File: config.mk
export PLATFORM = sky130hd
export DESIGN_NAME = c_string_unescaper_flat
export DESIGN_NICKNAME = d
export VERILOG_FILES = /design/src/hdl/cse_pkg.sv /design/src/hdl/cse_in_if.sv /design/src/hdl/cse_out_if.sv /design/src/hdl/cse_decode.sv /design/src/hdl/c_string_unescaper.sv /design/src/flat_wrapper.sv
export VERILOG_INCLUDE_DIRS = /design/src /design/src/hdl
export SDC_FILE = /design/constraint.sdc
export NUM_CORES = 1
export LEC_CHECK = 0
export ABC_AREA = 1
export ABC_CLOCK_PERIOD_IN_PS = 3600
export BUFFER_PORTS_ARGS = -buffer_cell sky130_fd_sc_hd__buf_2
export CAP_MARGIN = 20
export CORE_AREA = 2 2 88 90
export DETAILED_ROUTE_END_ITERATION = 8
export DIE_AREA = 0 0 90 92
export GPL_TIMING_DRIVEN = 0
export MAX_ROUTING_LAYER = met4
export PLACE_DENSITY = 0.68
export SYNTH_ARGS = -nofsm -noshare
export SYNTH_HDL_FRONTEND = slang
export SYNTH_SLANG_ARGS = --single-unit
export TNS_END_PERCENT = 100
File: constraint.sdc
create_clock -name clk -period 3.6 [get_ports clk]
set_input_delay 0.72 -clock clk [delete_from_list [all_inputs] [get_ports clk]]
set_output_delay 0.72 -clock clk [all_outputs]
set_load 0.01 [all_outputs]
File: src/hdl/c_string_unescaper_assert.svh
// ----------------------------------------------------------------------------
// c_string_unescaper assertion macros
// Concurrent assertion wrappers; empty when SYNTHESIS is defined.
// ----------------------------------------------------------------------------
`ifndef C_STRING_UNESCAPER_ASSERT_SVH
`define C_STRING_UNESCAPER_ASSERT_SVH

`ifndef SYNTHESIS
// Implication property checked on every clock edge outside reset
`define CSE_ASSERT_IMPL(label, clk, rst_n, ante, cons) \
    label: assert property (@(posedge clk) disable iff (!rst_n) (ante) |-> (cons)) \
        else $error("assertion failed");
// Property checked in the cycle after the antecedent
`define CSE_ASSERT_NEXT(label, clk, rst_n, ante, cons) \
    label: assert property (@(posedge clk) disable iff (!rst_n) (ante) |=> (cons)) \
        else $error("assertion failed");
`else
`define CSE_ASSERT_IMPL(label, clk, rst_n, ante, cons)
`define CSE_ASSERT_NEXT(label, clk, rst_n, ante, cons)
`endif

`endif

File: src/hdl/cse_pkg.sv
// ----------------------------------------------------------------------------
// cse_pkg
// Shared types, constants and the escape letter table of the unescaper.
// ----------------------------------------------------------------------------
`timescale 1ns / 1ps

package cse_pkg;

    // Parse mode of the decoder
    typedef enum logic [1:0] {
        MODE_PLAIN = 2'd0,
        MODE_ESC   = 2'd1,
        MODE_OCT1  = 2'd2,
        MODE_OCT2  = 2'd3
    } mode_t;

    localparam logic [7:0] CHAR_BSL   = 8'h5C;
    localparam logic [7:0] CHAR_ZERO  = 8'h30;
    localparam logic [7:0] CHAR_THREE = 8'h33;
    localparam logic [7:0] CHAR_SEVEN = 8'h37;

    // Output queue depth; a transaction may push two results
    localparam int QDEPTH = 4;

    // One result item
    typedef struct packed {
        logic [7:0] out_byte;
        logic       has_byte;
        logic       out_last;
    } res_t;

    // Decoder outputs for one input transaction
    typedef struct packed {
        res_t       r0;
        res_t       r1;
        logic [1:0] n;
        mode_t      mode_next;
        logic [7:0] oct_next;
    } dec_t;

    function automatic logic is_octal(input logic [7:0] b);
        return (b >= CHAR_ZERO) && (b <= CHAR_SEVEN);
    endfunction

    // Escape letters to control codes; other bytes stay as they are
    function automatic logic [7:0] escape_map(input logic [7:0] b);
        logic [7:0] r;
        case (b)
            8'h61:   r = 8'h07;
            8'h62:   r = 8'h08;
            8'h66:   r = 8'h0C;
            8'h6E:   r = 8'h0A;
            8'h72:   r = 8'h0D;
            8'h74:   r = 8'h09;
            8'h76:   r = 8'h0B;
            default: r = b;
        endcase
        return r;
    endfunction

endpackage

File: src/hdl/cse_in_if.sv
// ----------------------------------------------------------------------------
// cse_in_if
// Input channel: one escaped text byte per transaction.
// ----------------------------------------------------------------------------
`timescale 1ns / 1ps

interface cse_in_if;
    logic       valid;
    logic       ready;
    logic [7:0] in_byte;
    logic       in_last;

    modport source (output valid, output in_byte, output in_last, input ready);
    modport sink   (input valid, input in_byte, input in_last, output ready);
endinterface

File: src/hdl/cse_out_if.sv
// ----------------------------------------------------------------------------
// cse_out_if
// Output channel: one unescaped byte or end marker per transaction.
// ----------------------------------------------------------------------------
`timescale 1ns / 1ps

interface cse_out_if;
    logic       valid;
    logic       ready;
    logic [7:0] out_byte;
    logic       has_byte;
    logic       out_last;

    modport source (output valid, output out_byte, output has_byte, output out_last,
                    input ready);
    modport sink   (input valid, input out_byte, input has_byte, input out_last,
                    output ready);
endinterface

File: src/hdl/cse_decode.sv
// ----------------------------------------------------------------------------
// cse_decode
// Next-state and result logic for one input byte of escaped text.
// ----------------------------------------------------------------------------
`timescale 1ns / 1ps

module cse_decode
    import cse_pkg::*;
(
    input  mode_t      mode,
    input  logic [7:0] oct,
    input  logic [7:0] in_byte,
    input  logic       in_last,
    output dec_t       dec
);

    always_comb
    begin
        logic [7:0] d0;
        logic [7:0] d1;
        logic [1:0] n;
        mode_t      m;
        logic [7:0] v;
        logic [7:0] oct_shift;

        d0        = '0;
        d1        = '0;
        n         = 2'd0;
        m         = mode;
        v         = oct;
        oct_shift = {oct[4:0], in_byte[2:0]};

        // byte handling per mode
        case (mode)
            MODE_PLAIN:
            begin
                if (in_byte == CHAR_BSL)
                begin
                    m = MODE_ESC;
                end
                else
                begin
                    d0 = in_byte;
                    n  = 2'd1;
                    m  = MODE_PLAIN;
                end
            end
            MODE_ESC:
            begin
                if (in_byte >= CHAR_ZERO && in_byte <= CHAR_THREE)
                begin
                    v = {5'd0, in_byte[2:0]};
                    m = MODE_OCT1;
                end
                else
                begin
                    d0 = escape_map(in_byte);
                    n  = 2'd1;
                    m  = MODE_PLAIN;
                end
            end
            MODE_OCT1, MODE_OCT2:
            begin
                if (is_octal(in_byte))
                begin
                    v = oct_shift;
                    if (mode == MODE_OCT1)
                    begin
                        m = MODE_OCT2;
                    end
                    else
                    begin
                        d0 = oct_shift;
                        n  = 2'd1;
                        m  = MODE_PLAIN;
                    end
                end
                else
                begin
                    // pending value first, then the byte as plain text
                    d0 = oct;
                    n  = 2'd1;
                    if (in_byte == CHAR_BSL)
                    begin
                        m = MODE_ESC;
                    end
                    else
                    begin
                        d1 = in_byte;
                        n  = 2'd2;
                        m  = MODE_PLAIN;
                    end
                end
            end
            default:
            begin
                m = MODE_PLAIN;
            end
        endcase

        dec.r0    = '{out_byte: d0, has_byte: 1'b1, out_last: 1'b0};
        dec.r1    = '{out_byte: d1, has_byte: 1'b1, out_last: 1'b0};
        dec.n     = n;
        dec.mode_next = m;
        dec.oct_next  = v;

        // end of text: flush pending value, drop lone backslash
        if (in_last)
        begin
            if (m == MODE_OCT1 || m == MODE_OCT2)
            begin
                if (n == 2'd0)
                begin
                    dec.r0.out_byte = v;
                end
                else
                begin
                    dec.r1.out_byte = v;
                end
                n = n + 2'd1;
            end
            if (n == 2'd0)
            begin
                dec.r0 = '{out_byte: 8'd0, has_byte: 1'b0, out_last: 1'b0};
                n      = 2'd1;
            end
            if (n == 2'd1)
            begin
                dec.r0.out_last = 1'b1;
            end
            else
            begin
                dec.r1.out_last = 1'b1;
            end
            dec.n         = n;
            dec.mode_next = MODE_PLAIN;
            dec.oct_next  = '0;
        end
    end

endmodule

File: src/hdl/c_string_unescaper.sv
// ----------------------------------------------------------------------------
// c_string_unescaper
// Streaming decoder for C backslash escapes with octal values.
// ----------------------------------------------------------------------------
// Usage:
//   din carries escaped text, one byte per transaction, with in_last on the
//   final byte of a text. dout carries unescaped bytes; has_byte is 0 only
//   on a bare end marker, and out_last flags the final result of a text.
//   Each input transaction is decoded in the cycle it is accepted and its
//   one or two results are written to a four-entry output queue, so the
//   first result is on dout in the cycle after acceptance if the queue was empty.
//   Throughput: one input byte per cycle while each byte yields at most one
//   result and dout.ready stays high; a byte that yields two results adds
//   load beyond the one-result-per-cycle output port.
//   din.ready is high while the queue has room for two results, so input
//   keeps flowing while a result waits on a stalled receiver; a long stall
//   leaves fewer than two free entries and then holds din.ready low.
//   Reset empties the queue and returns the decoder to plain text mode.
// ----------------------------------------------------------------------------
`timescale 1ns / 1ps

`include "c_string_unescaper_assert.svh"

module c_string_unescaper
    import cse_pkg::*;
(
    input  logic     clk,
    input  logic     rst_n,
    cse_in_if.sink   din,
    cse_out_if.source dout
);

    localparam int QPTR_W = $clog2(QDEPTH);
    localparam int QCNT_W = $clog2(QDEPTH + 1);

    mode_t             mode_reg;
    logic [7:0]        oct_reg;
    res_t              q_reg [QDEPTH];
    logic [QPTR_W-1:0] wr_reg;
    logic [QPTR_W-1:0] rd_reg;
    logic [QCNT_W-1:0] cnt_reg;
    logic [QCNT_W-1:0] cnt_next;

    dec_t              dec;
    logic              in_acc;
    logic              out_acc;
    logic [QCNT_W-1:0] push_n;
    logic [QPTR_W-1:0] wr_plus1;

    // decode logic
    cse_decode u_decode (
        .mode    (mode_reg),
        .oct     (oct_reg),
        .in_byte (din.in_byte),
        .in_last (din.in_last),
        .dec     (dec)
    );

    // handshakes
    assign din.ready = (cnt_reg <= QCNT_W'(QDEPTH - 2));
    assign in_acc    = din.valid && din.ready;
    assign out_acc   = dout.valid && dout.ready;
    assign push_n    = in_acc ? QCNT_W'(dec.n) : '0;
    assign wr_plus1  = wr_reg + QPTR_W'(1);
    assign cnt_next  = cnt_reg + push_n - QCNT_W'(out_acc);

    // output side
    assign dout.valid    = (cnt_reg != '0);
    assign dout.out_byte = q_reg[rd_reg].out_byte;
    assign dout.has_byte = q_reg[rd_reg].has_byte;
    assign dout.out_last = q_reg[rd_reg].out_last;

    // parse state and queue control
    always_ff @(posedge clk or negedge rst_n)
    begin
        if (!rst_n)
        begin
            mode_reg <= MODE_PLAIN;
            oct_reg  <= '0;
            wr_reg   <= '0;
            rd_reg   <= '0;
            cnt_reg  <= '0;
        end
        else
        begin
            if (in_acc)
            begin
                mode_reg <= dec.mode_next;
                oct_reg  <= dec.oct_next;
                wr_reg   <= wr_reg + QPTR_W'(dec.n);
            end
            if (out_acc)
            begin
                rd_reg <= rd_reg + QPTR_W'(1);
            end
            cnt_reg <= cnt_next;
        end
    end

    // queue storage
    always_ff @(posedge clk)
    begin
        if (in_acc && dec.n != 2'd0)
        begin
            q_reg[wr_reg] <= dec.r0;
        end
        if (in_acc && dec.n == 2'd2)
        begin
            q_reg[wr_plus1] <= dec.r1;
        end
    end

    // checks
    `CSE_ASSERT_IMPL(a_cnt_bound, clk, rst_n, 1'b1, cnt_reg <= QCNT_W'(QDEPTH))
    `CSE_ASSERT_IMPL(a_push_nonzero, clk, rst_n, in_acc && din.in_last, dec.n != 2'd0)
    `CSE_ASSERT_NEXT(a_last_clears, clk, rst_n, in_acc && din.in_last,
                     mode_reg == MODE_PLAIN && oct_reg == 8'd0)
    `CSE_ASSERT_NEXT(a_cnt_track, clk, rst_n, 1'b1,
                     QPTR_W'(cnt_reg) == wr_reg - rd_reg)

endmodule

File: src/flat_wrapper.sv
// flat-port wrapper written by rule: the top's interface ports become plain ports
module c_string_unescaper_flat import cse_pkg::*;
  (clk, rst_n, din_valid, din_in_byte, din_in_last, din_ready, dout_valid, dout_out_byte, dout_has_byte, dout_out_last, dout_ready);
  cse_in_if din_i ();
  cse_out_if dout_i ();
  input  logic clk;
  input  logic rst_n;
  input wire logic [$bits(din_i.valid)-1:0] din_valid;
  input wire logic [$bits(din_i.in_byte)-1:0] din_in_byte;
  input wire logic [$bits(din_i.in_last)-1:0] din_in_last;
  output wire logic [$bits(din_i.ready)-1:0] din_ready;
  output wire logic [$bits(dout_i.valid)-1:0] dout_valid;
  output wire logic [$bits(dout_i.out_byte)-1:0] dout_out_byte;
  output wire logic [$bits(dout_i.has_byte)-1:0] dout_has_byte;
  output wire logic [$bits(dout_i.out_last)-1:0] dout_out_last;
  input wire logic [$bits(dout_i.ready)-1:0] dout_ready;
  assign din_i.valid = din_valid;
  assign din_i.in_byte = din_in_byte;
  assign din_i.in_last = din_in_last;
  assign din_ready = din_i.ready;
  assign dout_valid = dout_i.valid;
  assign dout_out_byte = dout_i.out_byte;
  assign dout_has_byte = dout_i.has_byte;
  assign dout_out_last = dout_i.out_last;
  assign dout_i.ready = dout_ready;
  c_string_unescaper u_core (.clk(clk), .rst_n(rst_n), .din(din_i), .dout(dout_i));
endmodule
==> out/results.ini <==
[outcome]
status=finished, final reports clean

[worst_setup_path]
required_ns=3.89
crit_fanout=10
cp-end-kind=flop
arrival_ns=3.49
crit_type=reg -> reg
r2r_setup_slack_ns=0.40
startpoint_type=flop

[finish]
final_nets=581
area_growth_pct=11.2
fill_cells=709
largest_register_ffs=40
antennaDiodeCount=0
seqCellArea_mm2=0.00159
final_area_mm2=0.00441
drive_above_1_share_pct=16.9
layout_common_cells=nand2_1 (157), nor2_1 (61), o21ai_0 (48)
multi_input_area_mm2=0.00211
layout.cells.most_common=nand2_1

[global_routing]
grt_overflow=0
grt_usage_pct=26.5
grt_max_degree=18
grt_pass1_vias=3475
antenna_found_initial=0
grt_pass1_wl_um=16800

[power_and_ir_drop]
p_sw_share_pct=40.3
switchingPower_mw=1.05
internal-power_mw=1.56
leakage_nw=2.04
clockPowerShare_pct=23.8
ir_drop_v=0.000359
p_per_area_mw_per_mm2=591
pwr-share-seq_pct=36.1
pwr-share-comb_pct=40.1

[timing]
fmax_mhz=313
final.setup.tns_ns=0
rsz0062_at_grt=false
setup_ws_ns=0.401
relSlewSlack_pct=59.9
maxSlewViolCount=0
period_minus_slack_ns=3.20
setup_viol=0
worst_pin_slew_ns=0.596
period_share_pct=88.8
hold_violations=0
fin_worst_skew_ns=0.0112

[yosys]
async_flop_share_pct=29.8
synth_cell_types=42
synth-seq-cells=57
syn_avg_cell_area_um2=7.52
synth_warnings=0
syn-cell-area_mm2=0.00396
synth_edf_count=36
synth_seq_area_share_pct=40.1
syn_inst=527
synth_fp_nets=546
ys.flop_type=edfxtp_1

[hold_path]
hp-class=in -> async

[clocking]
cts_tree=built
ctsHoldBuffers=0
cts_htree_levels=3
insertion_delay_ns=0.36
cts_resized=0
ctsLongestPathBuffers=2
clkTransAtPathRegs_ns=0.07
cts_setup_buffers=0
cts_root_buffer=clkbuf_8
cts_num_sinks=57
numCtsBuffers=9

[die]
rows=32
core-area_mm2=0.00745
dieArea_mm2=0.00828
die_h_um=92
initial_utilization_pct=53.2
die_w_um=90
ios=25

[placed_design]
port_buffers=24
hpwl_um=7760
place_area_mm2=0.00421
place_congestion=0.957
preCtsSetupSlack_ns=0.0397

[routing]
wl_per_cell_um=14.9
ant_nets=0
routed-via-count=3613
routed_wl_um=9990
drcViolationCount=0
vias_per_cell=5.40
first_pass_iters=5
drtIter0Drc=206

[flow_run]
drv_cap=0

[layout make-up]
cell class / count / share of cell area, %
flip-flops and latches: 57 / 36.0
clock inverters: 5 / 1.25
plain buffers: 9 / 0.966
repair buffers: 24 / 2.73
multi-input cells: 402 / 47.8
well taps: 102 / 2.90
clock buffers: 11 / 3.21
inverters: 59 / 5.11
[kinds of logic after synthesis]
group	synth area share [%]
XOR/XNOR	0.885
adder cells (fa/ha/maj)	2.08
AO/OA/AOI/OAI	14.5
flip-flops	40.1
AND/OR/NAND/NOR	35.8
buffers and inverters	6.76
[power by group through the flow]
stage               clock network, mW  logic, mW  registers [mW]
finish                          0.619       1.04           0.941
global route                    0.652       1.17           0.956
CTS                             0.617       1.05           0.941
detailed placement                  0       1.05           0.953
global placement                    0       1.02           0.948
floorplan                           0      0.754           0.929
[per-layer routing]
metal	global-route usage (%)	up-vias	share of wire [%]
met5	-	-	0
met4	9.62	0	2.1
met3	6.08	24	4.6
met2	42.3	105	47
met1	33.5	1662	46
li1	-	1822	-
[cell usage after synthesis (4+ instances only)]
| library cell | number | area, um2 |
|---|---|---|
| a21oi_1 | 5 | 25.0 |
| clkbuf_1 | 7 | 26.3 |
| dfrtp_1 | 17 | 425 |
| dfxtp_1 | 4 | 80.1 |
| edfxtp_1 | 36 | 1080 |
| ha_1 | 5 | 62.6 |
| inv_1 | 45 | 169 |
| inv_2 | 12 | 45.0 |
| nand2_1 | 157 | 589 |
| nand2_2 | 5 | 31.3 |
| nand3_1 | 44 | 220 |
| nand3_2 | 4 | 40.0 |
| nor2_1 | 61 | 229 |
| nor2_2 | 7 | 43.8 |
| nor2_8 | 4 | 80.1 |
| o21ai_0 | 48 | 240 |
| o21ai_1 | 7 | 35.0 |
| o21ai_2 | 7 | 61.3 |
| o22ai_1 | 18 | 113 |
[worst max-delay path, stage by stage, from the launching register on]
cell and delay [ns]:
dfrtp_1 0.39, buf_6 0.16, nor2_1 0.37, nand3_2 0.22, nand2_4 0.15, inv_2 0.07
nand3_4 0.09, ha_1 0.24, nand2_1 0.10, nand3_2 0.19, nand3_1 0.13, ha_1 0.25
fa_1 0.44, xnor2_1 0.19, xor2_1 0.15
[stage by stage]
stage               hold slack [ns]  utilization [%]  total power, mW  cells
floorplan                     0.424                -             1.68    527
CTS                           0.300             59.2             2.60    669
global placement              0.444             56.5             1.97    653
finish                        0.289             59.2             2.60    669
global route                  0.318             59.2             2.78    669
detailed placement            0.449             56.5             2.00    653
[worst paths after layout]
check | from | endpoint | cells after the start
worst max register to register | u_core.mode_reg[1] | u_core.cnt_reg[2] | 14
worst min register to register | u_core.q_reg[3][1] | u_core.q_reg[3][1] | 2
worst max-delay path | u_core.mode_reg[1] | u_core.cnt_reg[2] | 14
max in group asynchronous | rst_n | u_core.rd_reg[1] | 1
worst min-delay path | rst_n | u_core.oct_reg[6] | 1
min in group clk | u_core.q_reg[3][1] | u_core.q_reg[3][1] | 2
No activity file was read; power rests on OpenSTA's default activity.
